==> config.mk <==
export PLATFORM = sky130hd
export DESIGN_NAME = stepper_phase_sequencer
export DESIGN_NICKNAME = d
export VERILOG_FILES = /design/src/sv/sps_pkg.sv /design/src/sv/sps_core.sv /design/src/sv/stepper_phase_sequencer.sv
export SDC_FILE = /design/constraint.sdc
export NUM_CORES = 1
export LEC_CHECK = 0
export BUFFER_PORTS_ARGS = -buffer_cell sky130_fd_sc_hd__buf_2
export CORE_UTILIZATION = 55
export DETAILED_ROUTE_END_ITERATION = 8
export PLACE_DENSITY = 0.77
export REMOVE_ABC_BUFFERS = 1
export SYNTH_ARGS = -nofsm -noshare
export SYNTH_HDL_FRONTEND = slang
export SYNTH_HIERARCHICAL = 1
export SYNTH_SLANG_ARGS = --single-unit
==> constraint.sdc <==
create_clock -name clk_i -period 7.2 [get_ports clk_i]
set_input_delay 1.08 -clock clk_i [delete_from_list [all_inputs] [get_ports clk_i]]
set_output_delay 1.08 -clock clk_i [all_outputs]
set_load 0.01 [all_outputs]
==> src/sv/sps_pkg.sv <==
// shared types, codes and coil tables of the stepper phase sequencer
package sps_pkg;

  // input opcodes
  localparam logic [1:0] OP_TICK   = 2'd0;
  localparam logic [1:0] OP_MOVE   = 2'd1;
  localparam logic [1:0] OP_ROTATE = 2'd2;

  // wiring modes
  localparam logic [1:0] MODE_DETACHED = 2'd0;
  localparam logic [1:0] MODE_FOUR     = 2'd1;
  localparam logic [1:0] MODE_FIVE     = 2'd2;
  localparam logic [1:0] MODE_UNUSED   = 2'd3;  // behaves as detached

  // register indexes
  localparam logic REG_WIRING = 1'b0;
  localparam logic REG_PERIOD = 1'b1;

  // motor status codes
  localparam logic [1:0] STATUS_IDLE   = 2'd0;
  localparam logic [1:0] STATUS_MOVE   = 2'd1;
  localparam logic [1:0] STATUS_ROTATE = 2'd2;

  // direction sign, two bit signed
  localparam logic [1:0] DIR_STOP = 2'b00;
  localparam logic [1:0] DIR_FWD  = 2'b01;
  localparam logic [1:0] DIR_REV  = 2'b11;

  localparam logic [31:0] PERIOD_AT_ATTACH = 32'd1_000_000;
  localparam logic [3:0]  PHASES_FOUR      = 4'd4;
  localparam logic [3:0]  PHASES_FIVE      = 4'd10;
  localparam logic [3:0]  PHASE_LAST_FOUR  = PHASES_FOUR - 4'd1;
  localparam logic [3:0]  PHASE_LAST_FIVE  = PHASES_FIVE - 4'd1;

  typedef struct packed {
    logic        valid;
    logic        index;
    logic [31:0] data;
  } cfg_wr_t;

  // packed lowest field last: coils sits in the low bits
  typedef struct packed {
    logic        stepped;
    logic [1:0]  run_direction;
    logic [31:0] steps_left;
    logic [1:0]  motor_status;
    logic [4:0]  coils;
  } result_t;

  function automatic logic [4:0] coil_four(input logic [1:0] phase);
    logic [4:0] pat;
    case (phase)
      2'd0:    pat = 5'd5;
      2'd1:    pat = 5'd6;
      2'd2:    pat = 5'd10;
      default: pat = 5'd9;
    endcase
    return pat;
  endfunction

  function automatic logic [4:0] coil_five(input logic [3:0] phase);
    logic [4:0] pat;
    case (phase)
      4'd0:    pat = 5'd22;
      4'd1:    pat = 5'd18;
      4'd2:    pat = 5'd26;
      4'd3:    pat = 5'd10;
      4'd4:    pat = 5'd11;
      4'd5:    pat = 5'd9;
      4'd6:    pat = 5'd13;
      4'd7:    pat = 5'd5;
      4'd8:    pat = 5'd21;
      4'd9:    pat = 5'd20;
      default: pat = 5'd0;
    endcase
    return pat;
  endfunction

endpackage

==> src/sv/sps_core.sv <==
// motor state, configuration registers and the per-transaction update
module sps_core import sps_pkg::*; (
  input  logic        clk_i,
  input  logic        rst_ni,
  input  cfg_wr_t     cfg_i,
  input  logic        item_valid_i,
  input  logic [1:0]  opcode_i,
  input  logic [31:0] step_count_i,
  input  logic [7:0]  rotate_dir_i,
  output result_t     result_o,
  output logic [1:0]  wiring_mode_o,
  output logic [31:0] step_period_o
);

  logic [1:0]  mode_q;
  logic [31:0] period_q;
  logic [3:0]  phase_q, phase_d;
  logic [1:0]  dir_q, dir_d;
  logic [31:0] rem_q, rem_d;
  logic [31:0] elapsed_q, elapsed_d;
  logic [4:0]  coil_q, coil_d;

  logic        attached;
  logic [3:0]  phase_last;
  logic [32:0] elapsed_inc;
  logic        stepped;
  logic [1:0]  status;

  assign attached   = (mode_q == MODE_FOUR) || (mode_q == MODE_FIVE);
  assign phase_last = (mode_q == MODE_FOUR) ? PHASE_LAST_FOUR : PHASE_LAST_FIVE;
  // one bit wider so a count at the top of the range still compares
  assign elapsed_inc = {1'b0, elapsed_q} + 33'd1;

  always_comb begin
    phase_d   = phase_q;
    dir_d     = dir_q;
    rem_d     = rem_q;
    elapsed_d = elapsed_q;
    coil_d    = coil_q;
    stepped   = 1'b0;
    case (opcode_i)
      OP_TICK: begin
        if (attached) begin
          if (elapsed_inc >= {1'b0, period_q}) begin
            elapsed_d = '0;
            stepped   = 1'b1;
            if (dir_q == DIR_FWD) begin
              phase_d = (phase_q == phase_last) ? 4'd0 : phase_q + 4'd1;
            end else if (dir_q == DIR_REV) begin
              phase_d = (phase_q == 4'd0) ? phase_last : phase_q - 4'd1;
            end
            coil_d = (mode_q == MODE_FOUR) ? coil_four(phase_d[1:0]) : coil_five(phase_d);
            if (dir_q != DIR_STOP && rem_q != '0) begin
              rem_d = rem_q - 32'd1;
              if (rem_q == 32'd1) dir_d = DIR_STOP;
            end
          end else begin
            elapsed_d = elapsed_inc[31:0];
          end
        end
      end
      OP_MOVE: begin
        if (step_count_i[31]) begin
          rem_d = 32'd0 - step_count_i;
          dir_d = DIR_REV;
        end else begin
          rem_d = step_count_i;
          dir_d = DIR_FWD;
        end
      end
      OP_ROTATE: begin
        rem_d = '0;
        if (rotate_dir_i == '0) dir_d = DIR_STOP;
        else if (rotate_dir_i[7]) dir_d = DIR_REV;
        else dir_d = DIR_FWD;
      end
      default: ;
    endcase
  end

  always_comb begin
    status = STATUS_IDLE;
    if (attached) begin
      if (rem_d != '0) status = STATUS_MOVE;
      else if (dir_d != DIR_STOP) status = STATUS_ROTATE;
    end
  end

  assign result_o.coils         = attached ? coil_d : 5'd0;
  assign result_o.motor_status  = status;
  assign result_o.steps_left    = rem_d;
  assign result_o.run_direction = dir_d;
  assign result_o.stepped       = stepped;

  always_ff @(posedge clk_i or negedge rst_ni) begin
    if (!rst_ni) begin
      mode_q    <= MODE_DETACHED;
      period_q  <= PERIOD_AT_ATTACH;
      phase_q   <= '0;
      dir_q     <= DIR_STOP;
      rem_q     <= '0;
      elapsed_q <= '0;
      coil_q    <= '0;
    end else if (cfg_i.valid) begin
      if (cfg_i.index == REG_WIRING) begin
        // mode three counts as detached
        mode_q    <= (cfg_i.data[1:0] == MODE_UNUSED) ? MODE_DETACHED : cfg_i.data[1:0];
        period_q  <= PERIOD_AT_ATTACH;
        phase_q   <= '0;
        dir_q     <= DIR_STOP;
        rem_q     <= '0;
        elapsed_q <= '0;
        coil_q    <= '0;
      end else if (cfg_i.data == '0) begin
        // zero period stops the motor and keeps the old period
        dir_q <= DIR_STOP;
        rem_q <= '0;
      end else begin
        period_q <= cfg_i.data;
      end
    end else if (item_valid_i) begin
      phase_q   <= phase_d;
      dir_q     <= dir_d;
      rem_q     <= rem_d;
      elapsed_q <= elapsed_d;
      coil_q    <= coil_d;
    end
  end

  assign wiring_mode_o = mode_q;
  assign step_period_o = period_q;

endmodule

==> src/sv/stepper_phase_sequencer.sv <==
// top level: stream channels, register port and output buffering
//
// Stepper phase sequencer for one motor.
// Input stream: one transaction per command. tuser carries the opcode
// (tick of one microsecond, counted move, rotate/stop); tdata carries the
// signed step count and the signed rotate direction.
// Output stream: exactly one transaction per input transaction, holding
// the coil pattern, motor status, remaining steps, direction and a flag
// for a phase step taken on this tick.
// Results are registered; throughput is one transaction per cycle while
// s_axis_tready is high, set by the combinational state update.
// A two-entry output buffer (result register plus skid register) lets
// one more transaction in while the receiver stalls; s_axis_tready
// drops only once both entries are full.
// Registers over the APB port: wiring mode at 0x0, step period at 0x4.
// Writing the wiring mode clears the motor state and restores the
// period of 1000000 ticks.
// After reset the motor is detached, coils are off and the period is
// 1000000; no clearing pass is needed.
module stepper_phase_sequencer import sps_pkg::*; (
  input  logic        clk_i,
  input  logic        rst_ni,
  // slave stream
  input  logic        s_axis_tvalid,
  output logic        s_axis_tready,
  input  logic [39:0] s_axis_tdata,  // step_count[31:0], rotate_dir[39:32]
  input  logic [1:0]  s_axis_tuser,  // opcode[1:0]
  // master stream
  output logic        m_axis_tvalid,
  input  logic        m_axis_tready,
  // coils[4:0], motor_status[6:5], steps_left[38:7], run_direction[40:39],
  // stepped[41], zeros[47:42]
  output logic [47:0] m_axis_tdata,
  // register port
  input  logic        psel,
  input  logic        penable,
  input  logic        pwrite,
  input  logic [2:0]  paddr,
  input  logic [31:0] pwdata,
  output logic [31:0] prdata,
  output logic        pready
);

  cfg_wr_t     cfg;
  result_t     res;
  logic [1:0]  wiring_mode;
  logic [31:0] step_period;
  logic        accept, pop;

  logic    out_valid_q, skid_valid_q;
  result_t out_q, skid_q;

  assign pready     = 1'b1;
  assign cfg.valid  = psel && penable && pwrite && pready;
  assign cfg.index  = paddr[2];
  assign cfg.data   = pwdata;
  assign prdata     = (paddr[2] == REG_PERIOD) ? step_period : {30'd0, wiring_mode};

  assign s_axis_tready = !skid_valid_q;
  assign accept        = s_axis_tvalid && s_axis_tready;
  assign pop           = out_valid_q && m_axis_tready;

  sps_core u_core (
    .clk_i         (clk_i),
    .rst_ni        (rst_ni),
    .cfg_i         (cfg),
    .item_valid_i  (accept),
    .opcode_i      (s_axis_tuser),
    .step_count_i  (s_axis_tdata[31:0]),
    .rotate_dir_i  (s_axis_tdata[39:32]),
    .result_o      (res),
    .wiring_mode_o (wiring_mode),
    .step_period_o (step_period)
  );

  always_ff @(posedge clk_i or negedge rst_ni) begin
    if (!rst_ni) begin
      out_valid_q  <= 1'b0;
      skid_valid_q <= 1'b0;
    end else if (pop) begin
      if (skid_valid_q) skid_valid_q <= 1'b0;
      else out_valid_q <= accept;
    end else if (!out_valid_q) begin
      out_valid_q <= accept;
    end else if (accept) begin
      skid_valid_q <= 1'b1;
    end
  end

  always_ff @(posedge clk_i) begin
    if (pop) begin
      if (skid_valid_q) out_q <= skid_q;
      else if (accept) out_q <= res;
    end else if (!out_valid_q) begin
      if (accept) out_q <= res;
    end else if (accept) begin
      skid_q <= res;
    end
  end

  assign m_axis_tvalid = out_valid_q;
  assign m_axis_tdata  = {6'd0, out_q};

endmodule

==> results by group, run 1 <==
Timing
  • Max_slew headroom: 0.247
  • Final worst slack: 371 ps
  • Period utilization: 0.949
  • Post-layout minimum cycle time: 6830 ps
  • Setup TNS Final: 0 ps
  • Post-Route Skew: ~14 ps
  • Fin Hold WS: ~500 ps
  • Final count of negative-setup-slack endpoints: 0
  • Slew at the pin closest to its max-slew limit: ~1100 ps
  • Fmax: ~150 MHz
  • Fin. Hold Viols: 0
  • Final Slew Violations: 0
  • RSZ-0062 raised after global routing: no

Placement
  • Post-detail-place hpwl: roughly 24,000 um
  • Setup WS pre-CTS: roughly 370 ps
  • PortBufs: 157
  • GPL Wtd Cong: between 0.9 and 1

Setup path
  • Slowest-stage cell, CP: dfrtp_1
  • Reg2reg end: m_axis_tdata[6]$_DFFE_PP_
  • CP endpoint kind: register
  • CP Launch Type: register
  • Setup CP Type: register to register
  • Reg2Reg Setup Slack: 370 ps
  • Reg2Reg Launch Point: u_core/elapsed_q[2]$_DFFE_PN0P_
  • Worst path cell trace: and4_1 -> nand4_1 -> nor2_1 -> nand2_1 -> nor3_1 -> and3_1 -> nand3_1 -> nor2_1 -> xnor2_1 -> ha_1 -> and3_1 -> a221o_1 -> a221oi_2 -> a31oi_4 -> buf_4 -> and2_1 -> a311o_1 -> nand2b_1 -> or4_1 -> nor4_2 -> nor3b_2 -> mux2i_1 -> o21ai_1
  • WP data required: approximately 7500 ps
  • Max Fanout on Critical Path: 12
  • R2R cell count: 23
  • Max incr delay on CP: a little under 500 ps
  • WP data arrival: between 7000 and 8000 ps

Global route
  • Global Route met1 Usage: 0.401
  • Total GRT Usage: 0.302
  • Overflow after GRT: 0
  • Met3 Track Usage GR: 0.0554
  • Met2 Resource Use GR: 0.484
  • GRT busiest layer: met2
  • First-pass GRT wire length: approximately 53,000 um
  • Largest net degree at the start of global routing: 86
  • Initial antenna violation count: 1
  • Vias in the first global route: around 10,000

Pwr
  • Leak pwr: 6.09 nW
  • Worst vdd rail ir drop: 0.180 mV
  • Pwr/cell area: ~300 nW/um^2

Floorplanning
  • Core area: around 22,000 um^2
  • Die X: 151 um
  • Initial Util: 0.562
  • Core Rows: 54
  • DIE HEIGHT: 151 um
  • Die ar.: about 23,000 um^2
  • IO Pins: ~170

Finish
  • Area taken by multi-input logic gates: around 6300 um^2
  • Storage cell area: about 5300 um^2
  • Fillers: roughly 1,800
  • Layout Area Growth over Synthesis: 12.7%
  • Commonest non-fill, non-tap cell in the layout: nand2_1
  • Share of cells above drive strength 1: 0.175
  • Nets: roughly 1,600
  • Most frequent cells in the layout: 184 x nand2_1, 156 x buf_2, 106 x o21ai_0, 104 x dfrtp_1, 84 x edfxtp_1

Synthesis
  • Flops & latches, synth: between 150 and 200
  • Netlist cell types: 78
  • Largest area contributor in the netlist: dfrtp_1
  • Post-synthesis instance area: around 12,000 um^2
  • Yosys warning count: 6
  • Number of enable flip-flop cells after synthesis: 84
  • Top cell type's share of synthesized area: 0.212
  • Sequential area share after synthesis: 0.433
  • Largest cells by area after synthesis: dfrtp_1 21%, edfxtp_1 21%, nand2_1 5.6%
  • Syn_area_per_cell: 9.27 um^2
  • Cells after Synth: ~1,300
  • Top_reg_cell synth: dfrtp_1
  • Ys async rst share: 0.569

Detailed routing
  • WL per Instance: just under 20 um
  • Vias after detailed routing: ~11,000
  • Vias per cell: a little over 6
  • First DRT Iteration DRCs: between 900 and 1,000
  • Remaining DRCs: 0
  • Total routed wirelength: approximately 34,000 um
  • Remaining antenna violation count after routing: 0
  • First-pass iteration count of the detailed router: 7

Run
  • # Max-Cap Violations: 0

Clock network
  • Cts bufs inserted: 17
  • Clock Path Buffers: 2
  • Clk_lat worst skew: approximately 440 ps
  • Root Buffer: clkbuf_16
  • H-tree depth: 4
  • CTS sink cnt: slightly below 200
  • CTS tree: done
  • Clock-pin slew on the worst setup and hold paths: roughly 70 ps

Min path
  • Min-Delay Startpoint: u_core/coil_q[2]$_DFFE_PN0P_
  • WHS Path Cells: 2
  • Hold path endpoint: u_core/coil_q[2]$_DFFE_PN0P_
  • Hold crit path type: register to register

Run status
  • Status: complete, no violations
## flip-flops by register name, summed over array words and instances (netlist names), 4 cells and up
name / cells
u_core/phase_q: 4
u_core/step_period_o: 32
u_core/elapsed_q: 32
u_core/rem_q: 32
skid_q: 42
u_core/coil_q: 5
m_axis_tdata: 42
## kinds of logic after synthesis
group / share of synthesized area
AND/OR/NAND/NOR: 0.198
AO/OA/AOI/OAI: 0.186
flip-flops: 0.433
adder cells (fa/ha/maj): 0.0418
buffers and inverters: 0.0596
multiplexers: 0.0405
other: 0.000613
XOR/XNOR: 0.0407
## Yosys cell counts, drive strengths merged (4+ instances only)
library cell,number
o21ai,145
a41oi,5
nand4,25
dfstp,7
nand2b,10
and3,11
nand2,184
o211ai,7
o41ai,8
clkbuf,52
edfxtp,84
and2,40
ha,41
buf,29
or2,6
a31oi,13
nor3,28
nand3,28
o22ai,4
a221o,4
mux2,5
mux2i,44
a211o,4
nor2,83
a32oi,4
nor2b,11
a21oi,30
o221ai,4
xnor2,29
nor3b,4
a22oi,4
inv,69
dfrtp,104
o2bb2ai,4
a21o,5
or4,7
nor4,26
o31ai,14
and4,5
a311oi,4
a22o,57
xor2,28
or3,8
a211oi,4
## worst max path at each step
stage          depth (start not counted)                       startpoint  slack [ps]                   endpoint
4_1_cts                               20  u_core/elapsed_q[0]$_DFFE_PN0P_         350  m_axis_tdata[6]$_DFFE_PP_
5_1_grt                               23  u_core/elapsed_q[2]$_DFFE_PN0P_          40  m_axis_tdata[6]$_DFFE_PP_
3_3_place_gp                          20  u_core/elapsed_q[0]$_DFFE_PN0P_         530  m_axis_tdata[6]$_DFFE_PP_
6_report                              23  u_core/elapsed_q[2]$_DFFE_PN0P_         370  m_axis_tdata[6]$_DFFE_PP_
2_1_floorplan                         23  u_core/elapsed_q[2]$_DFFE_PN0P_        1240  m_axis_tdata[6]$_DFFE_PP_
3_5_place_dp                          20  u_core/elapsed_q[0]$_DFFE_PN0P_         370  m_axis_tdata[6]$_DFFE_PP_
## metrics by stage
stage	area, um^2	cells	utilization	power (mW)
after floorplan	11800	1246	-	2.64
after global placement	13200	1717	0.606	3.16
after detailed placement	13200	1717	0.606	3.21
after CTS	13800	1748	0.632	4.13
after global routing	13800	1749	0.633	4.38
final	13800	1749	0.633	4.14
## worst max-delay path: cells and delay by family (launching register included)
kind,cells,cell delay (ps)
AND/OR/NAND/NOR,14,3770
multiplexers,1,100
buffers and inverters,1,250
AO/OA/AOI/OAI,5,1620
adder cells (fa/ha/maj),1,270
flip-flops,1,490
XOR/XNOR,1,160
## per-layer routing
metal,share of wire,wire length [um]
met4,0.031,1030
met1,0.42,14300
met3,0.071,2400
met2,0.48,16000
met5,0,0
## where the power goes
part	total (mW)	internal, mW	leakage, nW	switching, mW
combinational	1.51	0.576	3.50	0.933
sequential	1.71	1.49	2.32	0.218
clock	0.923	0.501	0.277	0.421
## timing repair
action	CTS	global route
setup buffers	0	0
resized for setup	0	3
hold buffers	0	0
endpoints found under the setup margin	0	2
## cell type report
type | instances | share of cell area
Tap cell | 280 | 0.0254
Clock buffer | 25 | 0.0373
Timing Repair Buffer | 191 | 0.0756
Clock inverter | 6 | 0.00299
Sequential cell | 195 | 0.384
Antenna cell | 1 | 0.000181
Inverter | 69 | 0.0188
Multi-Input combinational cell | 982 | 0.455
No activity file was read; power rests on OpenSTA's default activity.
==> run 2, diff against run 1 <==
clock period = 8.38 ns   (was 7.2 ns; I/O delays follow)
==> run 2 against run 1 <==
Net effect:
- sequential share of layout area increased by 0.50 points
- critical path type unchanged
- via count rose by 0.78%
- largest cell class unchanged
- die area stayed put
==> results by group, run 2 (synthesized netlist as in run 1, its figures left out) <==
Run status
  • Status: complete, no violations

Global route
  • Overflow after GRT: 0
  • Largest net degree at the start of global routing: 86
  • Initial antenna violation count: 2
  • First-pass GRT wire length: approximately 53,000 um
  • Vias in the first global route: about 10,000
  • Total GRT Usage: 0.302

Pwr
  • Worst vdd rail ir drop: around 0.15 mV
  • Leak pwr: between 5 and 6 nW
  • Pwr/cell area: between 200 and 300 nW/um^2

Placement
  • GPL Wtd Cong: ~0.97
  • Post-detail-place hpwl: between 20,000 and 25,000 um
  • PortBufs: between 150 and 200
  • Setup WS pre-CTS: 874 ps

Setup path
  • Slowest-stage cell, CP: a31oi_4
  • CP Launch Type: register
  • WP data arrival: roughly 8100 ps
  • WP data required: between 8000 and 9000 ps
  • Worst path cell trace: and4_1 -> nand4_1 -> nor2_1 -> nand2_1 -> nor3_1 -> and3_1 -> nand3_1 -> nor2_1 -> xnor2_1 -> ha_1 -> and3_1 -> nand2_1 -> nor4_1 -> o41ai_1 -> a31oi_4 -> and3_1 -> o21ai_0 -> o2bb2ai_1 -> or4_1 -> nor4_2 -> nor3b_2 -> mux2i_1 -> o21ai_1
  • CP dominant cell by count: and3_1
  • CP endpoint kind: register
  • Max Fanout on Critical Path: 40
  • Setup CP Type: register to register
  • Max incr delay on CP: between 900 and 1000 ps

Clock network
  • CTS resizes: 0
  • Clock-pin slew on the worst setup and hold paths: 70 ps
  • CTS sink cnt: ~200
  • Cts bufs inserted: 17
  • Clk_lat worst skew: around 440 ps
  • Clock Path Buffers: 2
  • Root Buffer: clkbuf_16
  • CTS tree: done
  • H-tree depth: 4
  • Post-CTS Setup Bufs: 0
  • Hold-fix buffers, CTS: 0

Finish
  • Nets: approximately 1,600
  • Layout Area Growth over Synthesis: 11.2%
  • Commonest non-fill, non-tap cell in the layout: nand2_1
  • Most frequent cells in the layout: 184 x nand2_1, 156 x buf_2, 106 x o21ai_0, 104 x dfrtp_1, 84 x edfxtp_1
  • Share of cells above drive strength 1: 0.163

Floorplanning
  • Core area: 21,800 um^2
  • Die X: between 150 and 200 um
  • IO Pins: 167
  • Die ar.: around 23,000 um^2
  • Initial Util: 0.562
  • Core Rows: 54
  • DIE HEIGHT: approximately 150 um

Timing
  • RSZ-0062 raised after global routing: no
  • Setup TNS Final: 0 ps
  • Final Slew Violations: 0
  • Post-layout minimum cycle time: about 7800 ps
  • Period utilization: 0.934
  • Final worst slack: 556 ps
  • Fin. Hold Viols: 0
  • Final count of negative-setup-slack endpoints: 0
  • Max_slew headroom: 0.204
  • Post-Route Skew: between 10 and 15 ps
  • Fmax: 128 MHz
  • Slew at the pin closest to its max-slew limit: around 1200 ps

Detailed routing
  • First DRT Iteration DRCs: about 1,100
  • Vias after detailed routing: approximately 11,000
  • Remaining DRCs: 0
  • Total routed wirelength: ~34,000 um
  • Remaining antenna violation count after routing: 0
  • First-pass iteration count of the detailed router: 5
  • WL per Instance: between 15 and 20 um
  • Vias per cell: roughly 6.3

Run
  • # Max-Cap Violations: 0

Min path
  • Hold crit path type: register to register
## run 2: cell count changes in the layout (fill, tap and decap cells not counted), moves of 2 or more
cell | before | now
clkinv_4 | 0 | 4
inv_6 | 1 | 3
clkinv_2 | 0 | 2
buf_4 | 35 | 13
inv_4 | 4 | 2
clkbuf_1 | 3 | 0
## run 2: final cells by class
cell class,instances,area (um^2)
inverters,69,259
diodes,2,5.00
clock inverters,12,95.1
flip-flops and latches,195,5310
fillers,1866,8190
repair buffers,169,878
well taps,280,350
clock buffers,20,463
multi-input cells,982,6270
## run 2: stage by stage
| stage | std cells | power (mW) | cell area [um^2] | hold slack, ps | utilization |
|---|---|---|---|---|---|
| 2_1_floorplan | 1246 | 2.27 | 11800 | 445 | - |
| 3_3_place_gp | 1695 | 2.70 | 13100 | 460 | 0.599 |
| 3_5_place_dp | 1695 | 2.75 | 13100 | 480 | 0.599 |
| 4_1_cts | 1727 | 3.54 | 13600 | 495 | 0.624 |
| 5_1_grt | 1729 | 3.75 | 13600 | 518 | 0.625 |
| 6_report | 1729 | 3.55 | 13600 | 497 | 0.625 |
## run 2: final timing paths
path,startpoint,end,slack (ps),cells past startpoint
worst max-delay path,u_core/elapsed_q[2]$_DFFE_PN0P_,m_axis_tdata[6]$_DFFE_PP_,560,23
worst min-delay path,u_core/coil_q[2]$_DFFE_PN0P_,u_core/coil_q[2]$_DFFE_PN0P_,500,2
worst max register to register,u_core/elapsed_q[2]$_DFFE_PN0P_,m_axis_tdata[6]$_DFFE_PP_,560,23
worst min register to register,u_core/coil_q[2]$_DFFE_PN0P_,u_core/coil_q[2]$_DFFE_PN0P_,500,2
max in group asynchronous,rst_ni,skid_valid_q$_DFFE_PN0P_,6200,2
min in group asynchronous,rst_ni,u_core/elapsed_q[24]$_DFFE_PN0P_,910,1
## run 2: power by group
part | switching, mW | total, mW | internal, mW
logic | 0.811 | 1.29 | 0.480
registers | 0.185 | 1.47 | 1.28
clock network | 0.382 | 0.791 | 0.409
total | 1.38 | 3.55 | 2.17
## run 2: per-layer routing
metal / up-vias / share of wire / global-route usage / routed length (um)
li1: 5031 / - / - / -
met1: 5235 / 0.42 / 0.410 / 14500
met2: 574 / 0.48 / 0.492 / 16300
met3: 59 / 0.079 / 0.0470 / 2700
met4: 0 / 0.020 / 0.0975 / 690
met5: - / 0 / 0 / 0
## run 2: worst max-delay path: cells and delay by family, from the launching register on
kind                     cells  cell delay (ps)
AND/OR/NAND/NOR             15             4890
multiplexers                 1              110
adder cells (fa/ha/maj)      1              300
AO/OA/AOI/OAI                5             1740
flip-flops                   1              490
XOR/XNOR                     1              110
==> run 3, diff against run 2 <==
RECOVER_POWER = 25   (was unset)
==> run 3 against run 2 <==
Net effect:
- the flow now finishes with violations (max-capacitance violations, max-slew violations)
- die area stayed put
- sequential cell count stayed put
- power down 0.25%
- sequential share of layout area is 0.086 points higher
- fmax grew 0.29%
- global-route usage unchanged
- clock power about the same
- critical path type unchanged
- critical endpoint unchanged
- largest power group unchanged
==> results by group, run 3 (synthesized netlist as in run 1, its figures left out) <==
Setup path
  • Worst setup path endpoint: m_axis_tdata[6]$_DFFE_PP_
  • WP data required: around 8700 ps
  • CP endpoint kind: register
  • Critical path startpoint: u_core/elapsed_q[2]$_DFFE_PN0P_
  • Reg2Reg Setup Slack: roughly 580 ps
  • Reg2reg end: m_axis_tdata[6]$_DFFE_PP_
  • Setup CP Type: register to register
  • Reg2Reg Launch Point: u_core/elapsed_q[2]$_DFFE_PN0P_
  • WP data arrival: between 8000 and 9000 ps
  • CP Launch Type: register
  • Max Fanout on Critical Path: 40
  • R2R cell count: 23

Floorplanning
  • IO Pins: between 150 and 200
  • Initial Util: 0.562
  • Die ar.: approximately 23,000 um^2
  • DIE HEIGHT: 151 um
  • Core Rows: 54
  • Core area: between 20,000 and 25,000 um^2
  • Die X: between 150 and 200 um

Placement
  • GPL Wtd Cong: roughly 0.97
  • DP Cell Count: approximately 1,700
  • PortBufs: about 160
  • Post-detail-place hpwl: 23,500 um

Finish
  • Fillers: between 1,500 and 2,000
  • Finished Layout Cells: 1,729
  • Nets: 1,559
  • Most frequent cells in the layout: 184 x nand2_1, 138 x buf_2, 106 x o21ai_0, 104 x dfrtp_1, 84 x edfxtp_1
  • Commonest non-fill, non-tap cell in the layout: nand2_1
  • Storage cell area: between 5000 and 6000 um^2
  • Fin util: 0.623
  • Layout Area Growth over Synthesis: 11.0%
  • Share of cells above drive strength 1: 0.149
  • Area taken by multi-input logic gates: between 6000 and 7000 um^2

Global route
  • Overflow after GRT: 0
  • Total GRT Usage: 0.302
  • Vias in the first global route: around 10,000
  • Initial antenna violation count: 2
  • First-pass GRT wire length: 53,300 um
  • Largest net degree at the start of global routing: between 80 and 90

Detailed routing
  • Remaining DRCs: 0
  • First-pass iteration count of the detailed router: 6
  • First DRT Iteration DRCs: approximately 1,100
  • Remaining antenna violation count after routing: 0
  • Total routed wirelength: roughly 34,000 um
  • Vias per cell: 6.27
  • Vias after detailed routing: between 10,000 and 15,000
  • WL per Instance: 19.7 um

Clock network
  • CTS tree: done
  • Clock Path Buffers: 2
  • CTS resizes: 0
  • Cts bufs inserted: 17
  • CTS sink cnt: 195
  • Clock-pin slew on the worst setup and hold paths: around 70 ps
  • Hold-fix buffers, CTS: 0
  • Clk_lat worst skew: 440 ps
  • H-tree depth: 4
  • Root Buffer: clkbuf_16
  • Post-CTS Setup Bufs: 0

Pwr
  • Worst vdd rail ir drop: 0.154 mV
  • Total power: ~3.5 mW
  • Leak pwr: ~6 nW
  • Pwr/cell area: around 260 nW/um^2

Timing
  • Post-Route Skew: 13.7 ps
  • Setup TNS Final: 0 ps
  • Period utilization: 0.931
  • Slew at the pin closest to its max-slew limit: approximately 3400 ps
  • Final count of negative-setup-slack endpoints: 0
  • Post-layout minimum cycle time: 7800 ps
  • RSZ-0062 raised after global routing: no
  • Fin. Hold Viols: 0
  • Final Slew Violations: slightly above 100
  • Max_slew headroom: -1.26
  • Fin Hold WS: slightly below 500 ps
  • Fmax: approximately 130 MHz

Run status
  • Failing checks: max-capacitance violations, max-slew violations
  • Status: finished, violations left

Min path
  • Hold crit path type: register to register

Run
  • # Max-Cap Violations: 2
run 3: routing by layer:
layer / global-route usage / wire (um) / share of wire
met1: 0.410 / 14700 / 0.43
met2: 0.492 / 16300 / 0.48
met3: 0.0470 / 2450 / 0.072
met4: 0.0975 / 664 / 0.020
met5: 0 / 0 / 0
run 3: worst max-delay path: stages (launching register included):
cell and delay [ps]:
dfrtp_1 490, and4_1 300, nand4_1 200, nor2_1 340
nand2_1 180, nor3_1 390, and3_1 330, nand3_1 260
nor2_1 290, xnor2_1 110, ha_1 300, and3_1 210
nand2_1 100, nor4_1 570, o41ai_1 330, a31oi_4 930
and3_1 340, o21ai_0 90, o2bb2ai_1 250, or4_1 560
nor4_2 490, nor3b_2 300, mux2i_1 110, o21ai_1 150
run 3: worst min-delay path by stage:
stage,start,cells past startpoint,endpoint,slack (ps)
detailed placement,u_core/coil_q[2]$_DFFE_PN0P_,2,u_core/coil_q[2]$_DFFE_PN0P_,480
global placement,u_core/coil_q[2]$_DFFE_PN0P_,2,u_core/coil_q[2]$_DFFE_PN0P_,460
floorplan,u_core/coil_q[2]$_DFFE_PN0P_,2,u_core/coil_q[2]$_DFFE_PN0P_,440
global route,u_core/coil_q[4]$_DFFE_PN0P_,1,u_core/coil_q[4]$_DFFE_PN0P_,520
finish,u_core/coil_q[2]$_DFFE_PN0P_,2,u_core/coil_q[2]$_DFFE_PN0P_,500
CTS,u_core/coil_q[2]$_DFFE_PN0P_,2,u_core/coil_q[2]$_DFFE_PN0P_,500
run 3: cell type report:
type                            instances  share of cell area
Antenna cell                            2            0.000368
Tap cell                              280              0.0258
Sequential cell                       195               0.390
Clock buffer                           20              0.0340
Clock inverter                         12             0.00699
Multi-Input combinational cell        982               0.461
Inverter                               69              0.0190
Timing Repair Buffer                  169              0.0624
run 3: power by group:
| part | switching, mW | internal (mW) |
|---|---|---|
| registers | 0.185 | 1.28 |
| clock network | 0.381 | 0.409 |
| logic | 0.810 | 0.470 |
| total | 1.38 | 2.16 |
run 3: metrics by stage:
step | area (um^2) | setup WS [ps]
after floorplan | 11800 | 2420
after global placement | 13100 | 1110
after detailed placement | 13100 | 874
after CTS | 13600 | 805
after global routing | 13600 | 66.8
final | 13600 | 579
